===== src/sv/assert_macros.svh =====
// Assertion macros shared by the scaler RTL.
`ifndef ASSERT_MACROS_SVH
`define ASSERT_MACROS_SVH

// Clocked check, masked while reset is asserted.
`define ASSERT_CLK(lbl, clk, rst_n, prop) \
    lbl: assert property (@(posedge clk) disable iff (!rst_n) prop) \
        else $error("assertion failed");

// Clocked check that also holds during reset.
`define ASSERT_ALWAYS(lbl, clk, prop) \
    lbl: assert property (@(posedge clk) prop) \
        else $error("assertion failed");

`endif


===== src/sv/nnis_pkg.sv =====
// Shared types and constants for the nearest-neighbor scaler.
`default_nettype none

package nnis_pkg;

    localparam int COORD_W  = 12;
    localparam int STEP_W   = 24;
    localparam int PROD_W   = COORD_W + STEP_W;
    localparam int FRAC_W   = 16;
    localparam int IDX_W    = PROD_W - FRAC_W + 1;

    localparam logic [FRAC_W-1:0] HALF_Q16    = 16'h8000;
    localparam logic [7:0]        GREY_CHROMA = 8'd128;

    // input op codes
    localparam logic OP_LOAD  = 1'b0;
    localparam logic OP_FETCH = 1'b1;

    // command kinds carried from front to back
    localparam int KIND_W = 2;
    localparam logic [KIND_W-1:0] CMD_LOAD  = 2'd0;
    localparam logic [KIND_W-1:0] CMD_FETCH = 2'd1;
    localparam logic [KIND_W-1:0] CMD_ERR   = 2'd2;
    localparam logic [KIND_W-1:0] CMD_DROP  = 2'd3;

    // register indexes
    localparam int REG_IDX_W = 3;
    localparam logic [REG_IDX_W-1:0] REG_SRC_WIDTH  = 3'd0;
    localparam logic [REG_IDX_W-1:0] REG_SRC_HEIGHT = 3'd1;
    localparam logic [REG_IDX_W-1:0] REG_OUT_WIDTH  = 3'd2;
    localparam logic [REG_IDX_W-1:0] REG_OUT_HEIGHT = 3'd3;
    localparam logic [REG_IDX_W-1:0] REG_STEP_X     = 3'd4;
    localparam logic [REG_IDX_W-1:0] REG_STEP_Y     = 3'd5;
    localparam logic [REG_IDX_W-1:0] REG_COLOR_MODE = 3'd6;

    localparam int QUEUE_DEPTH = 4;

    typedef struct packed {
        logic [7:0]  cr;
        logic [7:0]  cb;
        logic [15:0] value;
    } pix_t;

    typedef struct packed {
        logic [9:0]        src_width;
        logic [9:0]        src_height;
        logic [12:0]       out_width;
        logic [12:0]       out_height;
        logic [STEP_W-1:0] step_x;
        logic [STEP_W-1:0] step_y;
        logic              color_mode;
    } cfg_t;

endpackage

`default_nettype wire


===== src/sv/nnis_front.sv =====
// Front end: accepts beats, maps fetch coordinates, builds store commands.
`default_nettype none

module nnis_front #(
    parameter int MAX_SRC_WIDTH  = 512,
    parameter int MAX_SRC_HEIGHT = 512,
    parameter int MAX_OUT_SIZE   = 4096,
    parameter int AW             = 18
) (
    input  wire                         clk,
    input  wire                         rst_n,
    input  nnis_pkg::cfg_t              cfg,
    input  wire                         in_valid,
    output logic                        in_ready,
    input  wire                         op,
    input  wire [nnis_pkg::COORD_W-1:0] coord_x,
    input  wire [nnis_pkg::COORD_W-1:0] coord_y,
    input  wire [15:0]                  pixel_value,
    input  wire [7:0]                   chroma_b,
    input  wire [7:0]                   chroma_r,
    output logic                        push_valid,
    input  wire                         push_ready,
    output logic [nnis_pkg::KIND_W-1:0] push_kind,
    output logic [AW-1:0]               push_addr,
    output nnis_pkg::pix_t              push_pix
);
    import nnis_pkg::*;

    localparam int XW  = $clog2(MAX_SRC_WIDTH);
    localparam int YW  = $clog2(MAX_SRC_HEIGHT);
    localparam int SWW = ($clog2(MAX_SRC_WIDTH + 1) > 10) ? $clog2(MAX_SRC_WIDTH + 1) : 10;
    localparam int SHW = ($clog2(MAX_SRC_HEIGHT + 1) > 10) ? $clog2(MAX_SRC_HEIGHT + 1) : 10;
    localparam int OCW = ($clog2(MAX_OUT_SIZE + 1) > 13) ? $clog2(MAX_OUT_SIZE + 1) : 13;
    localparam int LCW = COORD_W + 1;

    logic              s1_valid_reg;
    logic [KIND_W-1:0] s1_kind_reg;
    logic [PROD_W-1:0] s1_prod_x_reg;
    logic [PROD_W-1:0] s1_prod_y_reg;
    logic [XW-1:0]     s1_lx_reg;
    logic [YW-1:0]     s1_ly_reg;
    pix_t              s1_pix_reg;

    logic [KIND_W-1:0] kind_next;
    logic [OCW-1:0]    ow_eff;
    logic [OCW-1:0]    oh_eff;
    logic              fetch_oob;
    logic              load_in;
    logic              advance;

    logic [SWW-1:0]    sw_eff;
    logic [SHW-1:0]    sh_eff;
    logic [IDX_W-1:0]  last_x;
    logic [IDX_W-1:0]  last_y;
    logic [IDX_W-1:0]  idx_x;
    logic [IDX_W-1:0]  idx_y;
    logic [XW-1:0]     sx;
    logic [YW-1:0]     sy;

    // classification at the input
    always_comb
    begin
        ow_eff = (OCW'(cfg.out_width) > OCW'(MAX_OUT_SIZE)) ? OCW'(MAX_OUT_SIZE)
                                                            : OCW'(cfg.out_width);
        oh_eff = (OCW'(cfg.out_height) > OCW'(MAX_OUT_SIZE)) ? OCW'(MAX_OUT_SIZE)
                                                             : OCW'(cfg.out_height);
        fetch_oob = (OCW'(coord_x) >= ow_eff) || (OCW'(coord_y) >= oh_eff);
        load_in   = (LCW'(coord_x) < LCW'(MAX_SRC_WIDTH))
                 && (LCW'(coord_y) < LCW'(MAX_SRC_HEIGHT));
        if (op == OP_LOAD)
        begin
            kind_next = load_in ? CMD_LOAD : CMD_DROP;
        end
        else
        begin
            kind_next = fetch_oob ? CMD_ERR : CMD_FETCH;
        end
    end

    assign push_valid = s1_valid_reg && (s1_kind_reg != CMD_DROP);
    assign advance    = !s1_valid_reg || (s1_kind_reg == CMD_DROP) || push_ready;
    assign in_ready   = advance;

    always_ff @(posedge clk or negedge rst_n)
    begin
        if (!rst_n)
        begin
            s1_valid_reg <= 1'b0;
            s1_kind_reg  <= CMD_DROP;
        end
        else if (advance)
        begin
            s1_valid_reg <= in_valid;
            s1_kind_reg  <= kind_next;
        end
    end

    // one 12x24 product per axis, registered
    always_ff @(posedge clk)
    begin
        if (advance && in_valid)
        begin
            s1_prod_x_reg    <= PROD_W'(coord_x) * PROD_W'(cfg.step_x);
            s1_prod_y_reg    <= PROD_W'(coord_y) * PROD_W'(cfg.step_y);
            s1_lx_reg        <= coord_x[XW-1:0];
            s1_ly_reg        <= coord_y[YW-1:0];
            s1_pix_reg.value <= pixel_value;
            s1_pix_reg.cb    <= chroma_b;
            s1_pix_reg.cr    <= chroma_r;
        end
    end

    // round ties down (bump only above one half), clamp to last column/row
    always_comb
    begin
        if (cfg.src_width == '0)
            sw_eff = SWW'(1);
        else if (SWW'(cfg.src_width) > SWW'(MAX_SRC_WIDTH))
            sw_eff = SWW'(MAX_SRC_WIDTH);
        else
            sw_eff = SWW'(cfg.src_width);

        if (cfg.src_height == '0)
            sh_eff = SHW'(1);
        else if (SHW'(cfg.src_height) > SHW'(MAX_SRC_HEIGHT))
            sh_eff = SHW'(MAX_SRC_HEIGHT);
        else
            sh_eff = SHW'(cfg.src_height);

        last_x = IDX_W'(sw_eff) - IDX_W'(1);
        last_y = IDX_W'(sh_eff) - IDX_W'(1);

        idx_x = IDX_W'(s1_prod_x_reg[PROD_W-1:FRAC_W])
              + IDX_W'(s1_prod_x_reg[FRAC_W-1:0] > HALF_Q16);
        idx_y = IDX_W'(s1_prod_y_reg[PROD_W-1:FRAC_W])
              + IDX_W'(s1_prod_y_reg[FRAC_W-1:0] > HALF_Q16);

        sx = (idx_x > last_x) ? last_x[XW-1:0] : idx_x[XW-1:0];
        sy = (idx_y > last_y) ? last_y[YW-1:0] : idx_y[YW-1:0];
    end

    always_comb
    begin
        push_kind = s1_kind_reg;
        push_pix  = s1_pix_reg;
        if (s1_kind_reg == CMD_LOAD)
            push_addr = AW'(s1_ly_reg) * AW'(MAX_SRC_WIDTH) + AW'(s1_lx_reg);
        else
            push_addr = AW'(sy) * AW'(MAX_SRC_WIDTH) + AW'(sx);
    end

endmodule

`default_nettype wire


===== config.mk =====
export PLATFORM = sky130hd
export DESIGN_NAME = nnis_front
export DESIGN_NICKNAME = d
export VERILOG_FILES = /design/src/sv/assert_macros.svh /design/src/sv/nnis_pkg.sv /design/src/sv/nnis_front.sv
export SDC_FILE = /design/constraint.sdc
export NUM_CORES = 2
export LEC_CHECK = 0
export ABC_AREA = 0
export BUFFER_PORTS_ARGS = -buffer_cell sky130_fd_sc_hd__buf_4
export CAP_MARGIN = 20
export CORE_MARGIN = 3
export CORE_UTILIZATION = 30
export CTS_BUF_LIST = sky130_fd_sc_hd__clkbuf_8
export CTS_CLUSTER_SIZE = 30
export DETAILED_ROUTE_END_ITERATION = 7
export MAX_ROUTING_LAYER = met4
export PLACE_DENSITY_LB_ADDON = 0.25
export SLEW_MARGIN = 20
export SYNTH_ARGS = -nofsm -noshare
export SYNTH_HDL_FRONTEND = slang
export SYNTH_SLANG_ARGS = --single-unit

===== constraint.sdc =====
create_clock -name clk -period 6.4 [get_ports clk]
set_input_delay 1.28 -clock clk [delete_from_list [all_inputs] [get_ports clk]]
set_output_delay 1.28 -clock clk [all_outputs]
set_load 0.01 [all_outputs]

==> flow_metrics.py <==
metrics = {
    "routing": {
        "detail_route.vias_per_cell": 4.53,
        "routed_wl_um": 63100,
        "drc": 0,
        "wl_per_cell_um": 15.0,
        "vias": 19000,
        "drt_iter0_drc": 804,
        "dr.pass1.iters": 5,
        "antenna_left": 0,
    },
    "logic_synthesis": {
        "synth_edf_count": 122,
        "syn-cell-area_sq_mm": 0.0247,
        "seq_area_frac_synth_pct": 15.1,
        "synthArstFlopShare_pct": 2.40,
        "ys_seq_elements": 125,
        "avgSynthCellArea_sq_um": 9.09,
        "yosysWarningCount": 0,
        "synthFlopType": "edfxtp_1",
        "synth_cell_types": 64,
        "synth_cells": 2719,
    },
    "cells_and_area": {
        "layout.nets": 3944,
        "mostFrequentLayoutCells": "inv_1, buf_4, nand2_1, fa_1, ha_1",
        "nFillCells": 8361,
        "stdcell_area_sq_mm": 0.0301,
        "final_common_cell": "inv_1",
        "synthToLayoutAreaGrowth_pct": 21.9,
        "final_core_util_pct": 37.2,
        "drive_gt1_share_pct": 18.5,
    },
    "job": {
        "max-cap-violations": 0,
    },
    "critical_path": {
        "path_delay_family": "adder cells",
        "critPathLaunchType": "input pin",
        "crit_chain": "buf_4, and2_1, fa_1, inv_1, fa_1, inv_1, fa_1, fa_1, inv_1, fa_1, inv_1, ha_1, a21oi_1, a211oi_1, o21ai_0, nand3_1, a21oi_1, o21ai_1, buf_4, a21o_1, a21oi_1, xnor2_1",
        "crit_type": "in2reg",
        "crit_buf_inv": 6,
        "cp_max_fo": 9,
        "crit_arrival_ns": 6.40,
        "reg2reg_depth": 5,
        "cp_data_required_time_ns": 6.61,
        "path_common_cell": "fa_1",
        "reg2reg_from": "push_kind[0]",
        "crit_slowest_cell": "fa_1",
        "endpoint_kind": "flip-flop",
        "worstReg2RegEnd": "push_pix[20]",
        "slowest_delay_ns": 0.54,
        "r2r_setup_slack_ns": 4.20,
    },
    "min_path": {
        "hp-class": "in2async",
    },
    "sta": {
        "finalCriticalPeriod_ns": 6.19,
        "skew_ns": 0.0164,
        "setup_viol": 0,
        "final-hold-violation-count": 0,
        "worst_slew_pin_slew_ns": 1.01,
        "slew_headroom_pct": 32.4,
        "period_share_pct": 96.8,
        "drv_slew": 0,
        "fmax_mhz": 161,
        "setup_tns_ns": 0,
    },
    "global_route": {
        "busiest_layer": "met2",
        "grt_pass1_wl_um": 105000,
        "grt_pass1_vias": 19900,
        "antenna_found_initial": 0,
        "gr-usage-met1_pct": 22.2,
        "grt_use_met2_pct": 24.4,
        "grtUsageTotal_pct": 15.5,
        "grt_max_degree": 123,
        "grt_overflow": 0,
        "grt_use_met3_pct": 1.81,
    },
    "power": {
        "p_leak_nw": 14.9,
        "power_density_mw_per_mm2": 511,
        "peakVddDrop_uv": 392,
    },
    "die": {
        "rows": 104,
        "io_pins": 210,
        "fp.dieH_um": 293,
        "core_area_sq_mm": 0.0811,
        "die_area_sq_mm": 0.0859,
        "die_x_um": 293,
        "start_util_pct": 30.5,
    },
    "clock_network": {
        "numCtsBuffers": 17,
        "root_buffer": "clkbuf_8",
        "cts_tree": "yes",
        "cts_sinks": 125,
        "clk_pin_slew_ns": 0.10,
        "clockBufferDepth": 2,
        "h-tree-depth": 4,
        "clk_latency_ns": 0.47,
    },
    "place": {
        "gp_congestion": 0.811,
        "postPlaceCellArea_sq_mm": 0.0295,
        "numPortBuffers": 208,
        "dp_hpwl_um": 54400,
    },
    "run_status": {
        "status": "completed",
    },
}
-- synth_stat cells (13+ instances only) --
master	count	share of area (%)
a21o_1	47	1.4
a21oi_1	70	1.4
and2_1	182	4.6
and3_1	14	0.35
clkbuf_1	109	1.7
edfxtp_1	122	15
fa_1	440	36
ha_1	220	11
inv_1	539	8.2
nand2_1	467	7.1
nand2b_1	38	0.96
nand3_1	45	0.91
nor2_1	74	1.1
nor3_1	27	0.55
nor4_1	19	0.48
o21a_1	13	0.39
o21ai_0	44	0.89
xnor2_1	72	2.6
xor2_1	24	0.85
-- per-layer routing --
| metal | vias up | part of all wire [%] |
|---|---|---|
| li1 | 9255 | - |
| met1 | 9417 | 50 |
| met2 | 342 | 45 |
| met3 | 23 | 4.0 |
| met4 | 0 | 0.63 |
| met5 | - | 0 |
-- per-stage QoR --
stage               cells  worst slack [ns]  total power, mW  hold slack [ns]
floorplan            2720           0.00150             10.1            0.585
global placement     4161            -0.276             14.7            0.599
detailed placement   4161            -0.308             14.8            0.592
CTS                  4194           0.00365             15.6            0.511
global route         4201           -0.0218             17.4            0.536
finish               4203             0.207             15.4            0.576
-- final cells by class --
cell class                 instances  area, sq um  area share, %
multi-input combinational       1945        18700           62.2
antenna                            2         5.00         0.0166
clock inverter                    15          163          0.540
timing repair buffer             500         3890           12.9
sequential                       125         3740           12.4
clock buffer                      17          234          0.777
tap                             1060         1330           4.40
inverter                         539         2020           6.72
-- worst register-to-register path, cell delays in order, from the launching register on --
cell	delay (ns)
dfstp_2	0.59
a21boi_0	0.14
nor2b_1	0.20
inv_1	0.11
and2_4	0.16
buf_12	0.37
-- power by group --
part	switching (mW)	internal [mW]	total [mW]
clock	0.414	0.296	0.710
combinational	6.50	6.33	12.8
sequential	0.141	1.71	1.85
-- timing repair --
action | 4_1_cts | 5_1_grt
pin swaps | 1 | 15
hold buffers | 0 | 0
endpoints found under the setup margin | 7 | 20
resized for setup | 4 | 38
setup buffers | 1 | 7
-- cells by family after synthesis --
group / Yosys count / share of synthesized area, %
AOI/OAI and AO/OA: 264 / 7.06
xor gates and xnor gates: 96 / 3.40
adders and majority gates: 660 / 46.8
buffers and inverters: 650 / 9.88
DFF: 125 / 15.1
muxes: 6 / 0.243
other: 1 / 0.0152
and+or+nand+nor: 917 / 17.5
-- worst max path at each step --
stage                           from                 to  slack [ns]  depth (start not counted)
after CTS                    cfg[81]      push_addr[16]       0.004                         21
after floorplan           coord_x[6]  s1_prod_x_reg[35]       0.001                         21
final                     coord_y[7]  s1_prod_y_reg[29]        0.21                         22
after detailed placement  coord_y[7]  s1_prod_y_reg[35]       -0.31                         21
after global placement    coord_y[7]  s1_prod_y_reg[35]       -0.28                         21
after global routing         cfg[81]      push_addr[17]       -0.02                         21
(Power assumes the default switching activity.)
