--- src/sv/assert_macros.svh ---
// Assertion macros shared by the scaler RTL.
`ifndef ASSERT_MACROS_SVH
`define ASSERT_MACROS_SVH

// Clocked check, masked while reset is asserted.
`define ASSERT_CLK(lbl, clk, rst_n, prop) \
    lbl: assert property (@(posedge clk) disable iff (!rst_n) prop) \
        else $error("assertion failed");

// Clocked check that also holds during reset.
`define ASSERT_ALWAYS(lbl, clk, prop) \
    lbl: assert property (@(posedge clk) prop) \
        else $error("assertion failed");

`endif

--- src/sv/nnis_fifo.sv ---
// Command queue between the front end and the frame store.
`default_nettype none
`include "assert_macros.svh"

module nnis_fifo #(
    parameter int WIDTH = 52,
    parameter int DEPTH = 4
) (
    input  wire              clk,
    input  wire              rst_n,
    input  wire              push,
    input  wire [WIDTH-1:0]  push_data,
    output logic             full,
    input  wire              pop,
    output logic [WIDTH-1:0] head_data,
    output logic             head_valid
);
    localparam int PW = (DEPTH > 1) ? $clog2(DEPTH) : 1;
    localparam int CW = $clog2(DEPTH + 1);

    logic [WIDTH-1:0] slot_reg [DEPTH];
    logic [PW-1:0]    wr_ptr_reg;
    logic [PW-1:0]    rd_ptr_reg;
    logic [CW-1:0]    count_reg;
    logic [CW-1:0]    count_next;

    assign full       = (count_reg == CW'(DEPTH));
    assign head_valid = (count_reg != '0);
    assign head_data  = slot_reg[rd_ptr_reg];

    always_comb
    begin
        count_next = count_reg;
        if (push && !pop)
            count_next = count_reg + CW'(1);
        else if (pop && !push)
            count_next = count_reg - CW'(1);
    end

    always_ff @(posedge clk or negedge rst_n)
    begin
        if (!rst_n)
        begin
            wr_ptr_reg <= '0;
            rd_ptr_reg <= '0;
            count_reg  <= '0;
        end
        else
        begin
            count_reg <= count_next;
            if (push)
                wr_ptr_reg <= (wr_ptr_reg == PW'(DEPTH - 1)) ? '0 : wr_ptr_reg + PW'(1);
            if (pop)
                rd_ptr_reg <= (rd_ptr_reg == PW'(DEPTH - 1)) ? '0 : rd_ptr_reg + PW'(1);
        end
    end

    always_ff @(posedge clk)
    begin
        if (push)
            slot_reg[wr_ptr_reg] <= push_data;
    end

    `ASSERT_CLK(a_no_overflow, clk, rst_n, !(push && full && !pop))
    `ASSERT_CLK(a_no_underflow, clk, rst_n, !(pop && !head_valid))
    `ASSERT_ALWAYS(a_count_bound, clk, count_reg <= CW'(DEPTH))

endmodule

`default_nettype wire

--- config.mk ---
export PLATFORM = sky130hd
export DESIGN_NAME = nnis_fifo
export DESIGN_NICKNAME = d
export VERILOG_FILES = /design/src/sv/nnis_fifo.sv
export VERILOG_INCLUDE_DIRS = /design/src /design/src/sv
export SDC_FILE = /design/constraint.sdc
export NUM_CORES = 1
export LEC_CHECK = 0
export BUFFER_PORTS_ARGS = -buffer_cell sky130_fd_sc_hd__buf_4
export CORE_MARGIN = 2
export CORE_UTILIZATION = 51
export DETAILED_ROUTE_END_ITERATION = 8
export GPL_TIMING_DRIVEN = 0
export PLACE_DENSITY_LB_ADDON = 0.2
export REMOVE_ABC_BUFFERS = 1
export SETUP_SLACK_MARGIN = 0.02
export SYNTH_ARGS = -nofsm -noshare
export SYNTH_HDL_FRONTEND = slang
export SYNTH_SLANG_ARGS = --single-unit
export TNS_END_PERCENT = 100
--- constraint.sdc ---
create_clock -name clk -period 2.28 [get_ports clk]
set_input_delay 0.228 -clock clk [delete_from_list [all_inputs] [get_ports clk]]
set_output_delay 0.228 -clock clk [all_outputs]
set_load 0.01 [all_outputs]
==> flow_summary.yaml, run 1 <==
run_status:
  status: "completed"
grt:
  grt_pass1_vias: 3986
  grt_overflow: 0
  antenna_found_initial: 0
  track_usage_pct: 17.06
  grt_pass1_wl_mm: 21.23
  grt_max_degree: 53
final_layout:
  most-common-layout-cells: "208 x edfxtp_1, 110 x buf_4, 55 x dlygate4sd3_1, 51 x mux4_2, 24 x clkbuf_16"
  largest_reg_flops: 208
  multi_input_area_sq_mm: 0.001408
  fillCellCount: 1000
  area_delta_synth_final_pct: 28.43
  layout.cells.non_filler: 714
  final_common_cell: "edfxtp_1"
  ff_latch_area_sq_mm: 0.006429
  diodes: 0
  drive_above_1_share_pct: 39.56
  utilization_pct: 67.22
  fin_nets: 554
power_and_ir_drop:
  power_frac_clock_pct: 26.3
  p_int_mw: 9.087
  power.total_mw: 12.44
  leakagePower_nw: 3.575
  p_switching_mw: 3.351
  worst_ir_drop_vdd_v: 0.0009643
  p_per_area_mw_per_mm2: 1213
  power_switching_share_pct: 26.94
  pwr-share-seq_pct: 42.6
  power_frac_comb_pct: 31.1
yosys:
  ys_warn_count: 0
  synth_seq_cells: 215
  postSynth.asyncResetShare_pct: 3.256
  synth.distinct_cells: 19
  synth-edff-count: 208
  syn_inst: 309
  netlist_area_sq_mm: 0.007986
  yosysSeqAreaShare_pct: 80.40
  synthFlopType: "edfxtp_1"
  syn_avg_cell_area_sq_um: 25.85
route:
  wl_per_cell_microns: 19.82
  drc: 0
  vias: 3724
  drt-total-wl_mm: 14.15
  ant_nets: 0
  drtIter0Drc: 258
  routed_via_density: 5.216
  dr.pass1.iters: 4
place:
  dpl.cell_count: 620
  port_buffers: 109
  dp_hpwl_mm: 7.562
  gp_congestion: 0.6662
setup_path:
  path_cells: "buf_16, mux4_1, buf_4"
  cp_max_fo: 19
  end_kind: "output pin"
  start_kind: "register"
  path_delay_family: "multiplexers"
  crit_slowest_cell: "mux4_1"
  path_buf_inv: 2
  cp.arrival_ps: 1960
  cp_slowest_stage_delay_ps: 570
  critPathKind: "register to output pin"
  reg2reg_depth: 3
  worst-path-stages: 3
  crit_required_ps: 2050
sta:
  finalClockSkew_ps: 5.171
  finalSetupViolCount: 0
  fmax_mhz: 457.5
  report.final.slew_viol_count: 0
  worstMarginPinSlew_ps: 828.9
  finalCritPeriodShare_pct: 95.86
  slew-limit-headroom_pct: 44.74
  hold_viol: 0
  grt_setup_unrepaired: "no"
  period_minus_slack_ps: 2186
floorplanning:
  coreArea_sq_mm: 0.01526
  start_util_pct: 52.34
  pin_count: 110
  rows: 45
  die_width_microns: 129.1
  die-area_sq_mm: 0.01668
  die_y_microns: 129.1
worst_hold_path:
  hp-class: "input pin to async pin"
clock_network:
  clock_latency_ps: 490
  cts-root-buf: "clkbuf_16"
  cts_sinks: 215
  cts_tree: "built"
  path_clk_slew_ps: 60
  cts_buffers: 22
  max-clock-path-buffers: 3
  htreeDepth: 1
run:
  drv_cap: 0
worst paths after layout:
| check | startpoint | to | slack, ps |
|---|---|---|---|
| min in group clk | push_data[39] | slot_reg[2][39] | 470 |
| max in group asynchronous | rst_n | rd_ptr_reg[0] | 2060 |
| hold / removal | rst_n | count_reg[2] | 80 |
| hold reg to reg | count_reg[2] | count_reg[2] | 490 |
| setup / recovery | rd_ptr_reg[0] | head_data[43] | 90 |
| setup reg to reg | wr_ptr_reg[0] | slot_reg[0][51] | 520 |
logic make-up (layout without fill, tap and decap cells):
kind of cell	after synthesis	after routing	share of synthesized area, %
and+or+nand+nor	11	11	0.7207
DFF	215	215	80.40
buffers and inverters	16	210	1.958
adders and majority gates	7	7	1.191
muxes	55	55	15.27
xor gates and xnor gates	3	3	0.3291
AOI/OAI and AO/OA	2	2	0.1253
stage by stage:
step | hold slack, ps | instance area, sq um | setup TNS [ps] | setup slack [ps]
after floorplan | -67.59 | 7845 | -40740 | -818.7
after global placement | 42.84 | 8927 | -299090 | -1890
after detailed placement | 44.42 | 9017 | 0 | 216.0
after CTS | 61.13 | 10230 | 0 | 12.58
after global routing | 92.04 | 10260 | 0 | 37.65
final | 84.76 | 10260 | 0 | 94.28
what timing repair did:
action	4_1_cts	5_1_grt
hold endpoints to repair	219	0
gates resized for setup	5	1
buffers inserted	2	0
setup endpoints to repair	38	20
hold buffers	55	0
cloned	0	1
layer usage:
layer	vias up	part of all wire, %	global-route usage, %
li1	1669	-	-
met1	1937	41	21.23
met2	92	51	29.69
met3	26	5.6	4.170
met4	0	2.1	5.627
met5	-	0	0
worst reg2reg max path, cell delays in order (launching register included):
cell	delay, ps
dfrtp_1	410
inv_1	110
ha_1	160
and2_4	670
Yosys cell counts (2+ instances only):
master | count | share of area [%]
nor2_1 | 3 | 0.14
mux4_1 | 4 | 1.3
buf_2 | 6 | 0.38
o21ai_0 | 2 | 0.13
and2_1 | 4 | 0.31
inv_1 | 4 | 0.19
mux4_2 | 48 | 14
ha_1 | 6 | 0.94
edfxtp_1 | 208 | 78
dfrtp_1 | 7 | 2.2
xor2_1 | 2 | 0.22
mux2_2 | 3 | 0.42
buf_12 | 5 | 1.3
nand2_1 | 2 | 0.094
cell type report:
class,instances,area share (%)
Clock buffer,29,5.831
Clock inverter,7,0.5123
Inverter,4,0.1464
Multi-Input combinational cell,78,13.72
Sequential cell,215,62.67
Tap cell,211,2.574
Timing Repair Buffer,170,14.54
power by group through the flow:
stage | combinational, mW | clock [mW] | sequential (mW)
finish | 3.87 | 3.27 | 5.29
global route | 4.17 | 3.50 | 5.35
CTS | 3.90 | 3.36 | 5.29
detailed placement | 3.62 | 0 | 5.51
global placement | 3.02 | 0 | 5.80
floorplan | 1.84 | 0 | 5.61
Power figures use the tool's default switching activity.
==> run 2: changes to the inputs <==
--- a/config.mk
+++ b/config.mk
@@ -8,7 +8,7 @@
 export LEC_CHECK = 0
 export BUFFER_PORTS_ARGS = -buffer_cell sky130_fd_sc_hd__buf_4
 export CORE_MARGIN = 2
-export CORE_UTILIZATION = 51
+export CORE_UTILIZATION = 50
 export DETAILED_ROUTE_END_ITERATION = 8
 export GPL_TIMING_DRIVEN = 0
 export PLACE_DENSITY_LB_ADDON = 0.2
==> constraint.sdc (replaced) <==
create_clock -name clk -period 2.28 [get_ports clk]
set_input_delay 0.456 -clock clk [delete_from_list [all_inputs] [get_ports clk]]
set_output_delay 0.456 -clock clk [all_outputs]
set_load 0.01 [all_outputs]
==> run 2 against run 1 <==
  * The flow now finishes with violations (negative setup slack)
  * Combinational power up 29%
  * Via count fell by 2.4%
  * Sequential cell count stayed put
  * Global-route usage grew 1.2 points
  * Worst setup slack got worse by 200 ps
  * Total power increased by 12%
  * Sequential power hardly changed
  * Worst hold slack improved by 83 ps
  * Fmax is 8.5% lower
  * Critical path type unchanged
  * Critical endpoint is now head_data[33]
  * Highest routed layer unchanged
==> flow_summary.yaml, run 2 (synthesized netlist as in run 1, its figures left out) <==
grt:
  grt_max_degree: 53
  grt_pass1_wl_mm: 22.40
  track_usage_pct: 18.23
  antenna_found_initial: 0
  grt_pass1_vias: 3895
  grt_overflow: 0
sta:
  hold_ws_ps: 167.4
  report.final.slew_viol_count: 0
  fmax_mhz: 418.7
  slew-limit-headroom_pct: 42.71
  grt_setup_unrepaired: "yes"
  hold_viol: 0
  worstMarginPinSlew_ps: 859.4
  finalClockSkew_ps: 11.82
  finalWorstSetupSlack_ps: -108.4
  finalCritPeriodShare_pct: 104.8
  period_minus_slack_ps: 2388
  finalSetupViolCount: 52
place:
  port_buffers: 109
  dpl.cell_count: 623
  gp_congestion: 0.6714
  dpl_cell_area_sq_mm: 0.008979
  dp_hpwl_mm: 7.178
setup_path:
  path_delay_family: "multiplexers"
  timing.rr.start: "wr_ptr_reg[1]"
  critPathKind: "register to output pin"
  start_kind: "register"
  startpoint: "rd_ptr_reg[0]"
  r2r_setup_slack_ps: 510
  reg2reg_depth: 3
  worst-path-stages: 4
  cp.arrival_ps: 1930
  cp_max_fo: 5
  crit_path_end: "head_data[33]"
  path_buf_inv: 3
  r2r-end: "slot_reg[1][25]"
  crit_required_ps: 1820
  end_kind: "output pin"
  path_cells: "buf_12, buf_16, mux4_2, buf_6"
  crit_slowest_cell: "mux4_2"
  cp_slowest_stage_delay_ps: 540
floorplanning:
  pin_count: 110
  start_util_pct: 50.64
  die_width_microns: 130.4
  rows: 46
  coreArea_sq_mm: 0.01577
  die_y_microns: 130.4
  die-area_sq_mm: 0.01700
clock_network:
  cts_buffers: 22
  max-clock-path-buffers: 3
  cts-root-buf: "clkbuf_16"
  cts_sinks: 215
  cts_tree: "built"
  path_clk_slew_ps: 60
  htreeDepth: 1
  clock_latency_ps: 490
final_layout:
  diodes: 0
  largest_reg_flops: 208
  area_delta_synth_final_pct: 28.84
  utilization_pct: 65.25
  final_cell_area_sq_mm: 0.01029
  final_common_cell: "edfxtp_1"
  drive_above_1_share_pct: 47.20
  most-common-layout-cells: "208 x edfxtp_1, 58 x buf_4, 52 x mux4_2, 52 x buf_6, 25 x clkbuf_16"
  layout.cells.non_filler: 680
  fin_nets: 511
route:
  dr.pass1.iters: 4
  drt-total-wl_mm: 15.30
  met1_length_mm: 6.220
  wl_per_cell_microns: 22.50
  vias: 3633
  dr_wl_met2_mm: 7.851
  met3RoutedLength_mm: 1.053
  ant_nets: 0
  drtIter0Drc: 217
  routed_via_density: 5.343
  top_layer_used: "met4"
  drc: 0
power_and_ir_drop:
  p_per_area_mw_per_mm2: 1355
  power.total_mw: 13.94
  leakagePower_nw: 3.593
  worst_ir_drop_vdd_v: 0.001124
run_status:
  violations: "negative setup slack"
  status: "finished with violations"
worst_hold_path:
  hp-class: "input pin to register"
run:
  drv_cap: 0
[run 2: cell types whose count changed in the layout (fill, tap and decap cells not counted), sizes merged]
cell,delta
bufinv,+3
dlygate4sd3,-54
clkinv,+2
buf,+10
[run 2: layout make-up]
class / instances / area [sq um]
flip-flops and latches: 215 / 6429
well taps: 216 / 270.3
clock buffers: 28 / 594.3
clock inverters: 12 / 156.4
repair buffers: 127 / 1421
fillers: 1071 / 5480
multi-input cells: 78 / 1404
inverters: 4 / 15.01
[run 2: report_power, final]
| group | total [mW] | switching [mW] | internal (mW) |
|---|---|---|---|
| sequential | 5.30 | 0.207 | 5.09 |
| clock | 3.66 | 1.37 | 2.29 |
| combinational | 4.98 | 2.15 | 2.82 |
[run 2: what timing repair did]
action / CTS / global route
hold buffers: 1 / 0
setup buffers: 8 / 0
setup endpoints to repair: 52 / 52
gates resized for setup: 65 / 2
endpoints found under the hold margin: 7 / 0
gates cloned: 6 / 2
[run 2: metal layers]
metal | track usage, % | up-vias
met5 | 0 | -
met2 | 31.57 | 104
li1 | - | 1606
met4 | 4.005 | 0
met1 | 23.53 | 1907
met3 | 4.967 | 16
[run 2: through the flow]
stage,setup slack (ps),TNS [ps]
2_1_floorplan,-1047,-52600
5_1_grt,-148.1,-5889
4_1_cts,-111.0,-3951
3_5_place_dp,-70.45,-129.6
3_3_place_gp,-2174,-323600
6_report,-108.4,-3362
[run 2: worst reg2reg max path, stage by stage, from the launching register on]
cell	delay [ps]
dfrtp_1	400
inv_1	100
ha_1	160
and2_4	680
[run 2: worst min-delay path by stage]
stage / start / to / slack [ps] / cells past startpoint
5_1_grt: push_data[47] / slot_reg[0][47] / 150 / 1
3_5_place_dp: rst_n / count_reg[0] / 270 / 1
3_3_place_gp: rst_n / count_reg[2] / 270 / 1
2_1_floorplan: rst_n / count_reg[0] / 160 / 0
6_report: push_data[51] / slot_reg[3][51] / 170 / 1
4_1_cts: push_data[47] / slot_reg[0][47] / 150 / 1
==> run 3: changes to the inputs <==
--- a/config.mk
+++ b/config.mk
@@ -11,7 +11,7 @@
 export CORE_UTILIZATION = 50
 export DETAILED_ROUTE_END_ITERATION = 8
 export GPL_TIMING_DRIVEN = 0
-export PLACE_DENSITY_LB_ADDON = 0.2
+export PLACE_DENSITY = 0.74
 export REMOVE_ABC_BUFFERS = 1
 export SETUP_SLACK_MARGIN = 0.02
 export SYNTH_ARGS = -nofsm -noshare
==> run 3 against run 2 <==
  * The run still ends with negative setup slack left
  * Worst hold slack lost 9.4 ps
  * Global-route usage shrank 1.7 points
  * Worst setup slack worse by 21 ps
  * Highest routed layer unchanged
==> flow_summary.yaml, run 3 (synthesized netlist as in run 1, its figures left out) <==
grt:
  track_usage_pct: 16.55
  grt_overflow: 0
  grt_pass1_wl_mm: 21.03
  grt_max_degree: 53
  antenna_found_initial: 0
  grt_pass1_vias: 3953
setup_path:
  end_kind: "output pin"
  r2r-end: "slot_reg[0][27]"
  cp.arrival_ps: 1950
  critPathKind: "register to output pin"
  start_kind: "register"
  r2r_setup_slack_ps: 490
  cp_max_fo: 7
  reg2reg_depth: 3
  crit_required_ps: 1820
  timing.rr.start: "wr_ptr_reg[0]"
run_status:
  violations: "negative setup slack"
  status: "finished with violations"
sta:
  slew-limit-headroom_pct: 45.05
  grt_setup_unrepaired: "yes"
  finalClockSkew_ps: 6.172
  fmax_mhz: 415.1
  finalWorstSetupSlack_ps: -129.0
  finalCritPeriodShare_pct: 105.7
  hold_ws_ps: 158.0
  finalSetupViolCount: 52
  worstMarginPinSlew_ps: 824.3
  hold_viol: 0
  report.final.slew_viol_count: 0
  period_minus_slack_ps: 2409
final_layout:
  fin_nets: 510
  final_common_cell: "edfxtp_1"
  most-common-layout-cells: "208 x edfxtp_1, 59 x buf_4, 54 x buf_6, 51 x mux4_2, 25 x clkbuf_16"
  drive_above_1_share_pct: 46.20
  area_delta_synth_final_pct: 26.68
  diodes: 0
  utilization_pct: 64.15
  largest_reg_flops: 208
  layout.cells.non_filler: 677
clock_network:
  cts_tree: "built"
  clock_latency_ps: 490
  cts-root-buf: "clkbuf_16"
  path_clk_slew_ps: 60
  max-clock-path-buffers: 3
  cts_buffers: 23
  htreeDepth: 1
  cts_sinks: 215
worst_hold_path:
  holdPathStages: 1
  hp-start: "push_data[50]"
  hold_path_end: "slot_reg[1][50]"
  hp-class: "input pin to register"
floorplanning:
  die_y_microns: 130.4
  start_util_pct: 50.64
  die_width_microns: 130.4
  pin_count: 110
  rows: 46
  coreArea_sq_mm: 0.01577
  die-area_sq_mm: 0.01700
power_and_ir_drop:
  leakagePower_nw: 3.512
  worst_ir_drop_vdd_v: 0.0007931
  p_per_area_mw_per_mm2: 1318
  power.total_mw: 13.34
run:
  drv_cap: 0
place:
  gp_congestion: 0.6538
  port_buffers: 109
  dpl.cell_count: 624
  dp_hpwl_mm: 7.364
route:
  dr.pass1.iters: 4
  ant_nets: 0
  vias: 3609
  routed_via_density: 5.331
  drtIter0Drc: 232
  drc: 0
  drt-total-wl_mm: 14.21
  wl_per_cell_microns: 20.99
run 3: layout make-up:
type,instances,area (sq um)
sequential,215,6429
fill,1103,5653
tap,216,270.3
inverter,4,15.01
clock inverter,11,105.1
clock buffer,28,594.3
timing repair buffer,125,1296
multi-input combinational,78,1408
run 3: worst max-delay path by stage:
stage | slack (ps) | cells past startpoint | end | from
finish | -130 | 4 | head_data[47] | rd_ptr_reg[0]
detailed placement | -80 | 3 | head_data[44] | rd_ptr_reg[0]
CTS | -180 | 3 | head_data[44] | rd_ptr_reg[0]
global route | -190 | 4 | head_data[47] | rd_ptr_reg[0]
global placement | -2010 | 2 | head_data[43] | rd_ptr_reg[0]
floorplan | -1050 | 1 | head_data[33] | rd_ptr_reg[0]
run 3: power breakdown:
group | switching, mW | internal [mW]
Clock | 1.39 | 2.07
Combinational | 1.94 | 2.59
Sequential | 0.253 | 5.10
Total | 3.59 | 9.75
run 3: timing repair:
item / 4_1_cts / 5_1_grt
setup buffers: 8 / 2
resized for setup: 58 / 4
hold buffers: 1 / 0
endpoints found under the setup margin: 52 / 52
hold endpoints to repair: 7 / 0
gates cloned: 0 / 3
run 3: critical path, cell delays in order (launching register included):
cell,delay (ps)
dfrtp_4,480
buf_12,160
clkbuf_16,170
mux4_2,510
buf_6,140
run 3: metrics by stage:
stage	worst slack (ps)	setup TNS (ps)	cell area, sq um
5_1_grt	-187.0	-6750	10120
3_3_place_gp	-2012	-296360	8934
6_report	-129.0	-3771	10120
4_1_cts	-181.1	-5977	10020
2_1_floorplan	-1047	-52600	7845
3_5_place_dp	-75.91	-578.3	8996
run 3: routing by layer:
| layer | global-route usage (%) | vias to the layer above | wire length, microns |
|---|---|---|---|
| met1 | 22.54 | 1899 | 6290 |
| li1 | - | 1589 | - |
| met3 | 3.461 | 20 | 673 |
| met2 | 27.50 | 101 | 7007 |
| met4 | 5.069 | 0 | 238 |
| met5 | 0 | - | 0 |
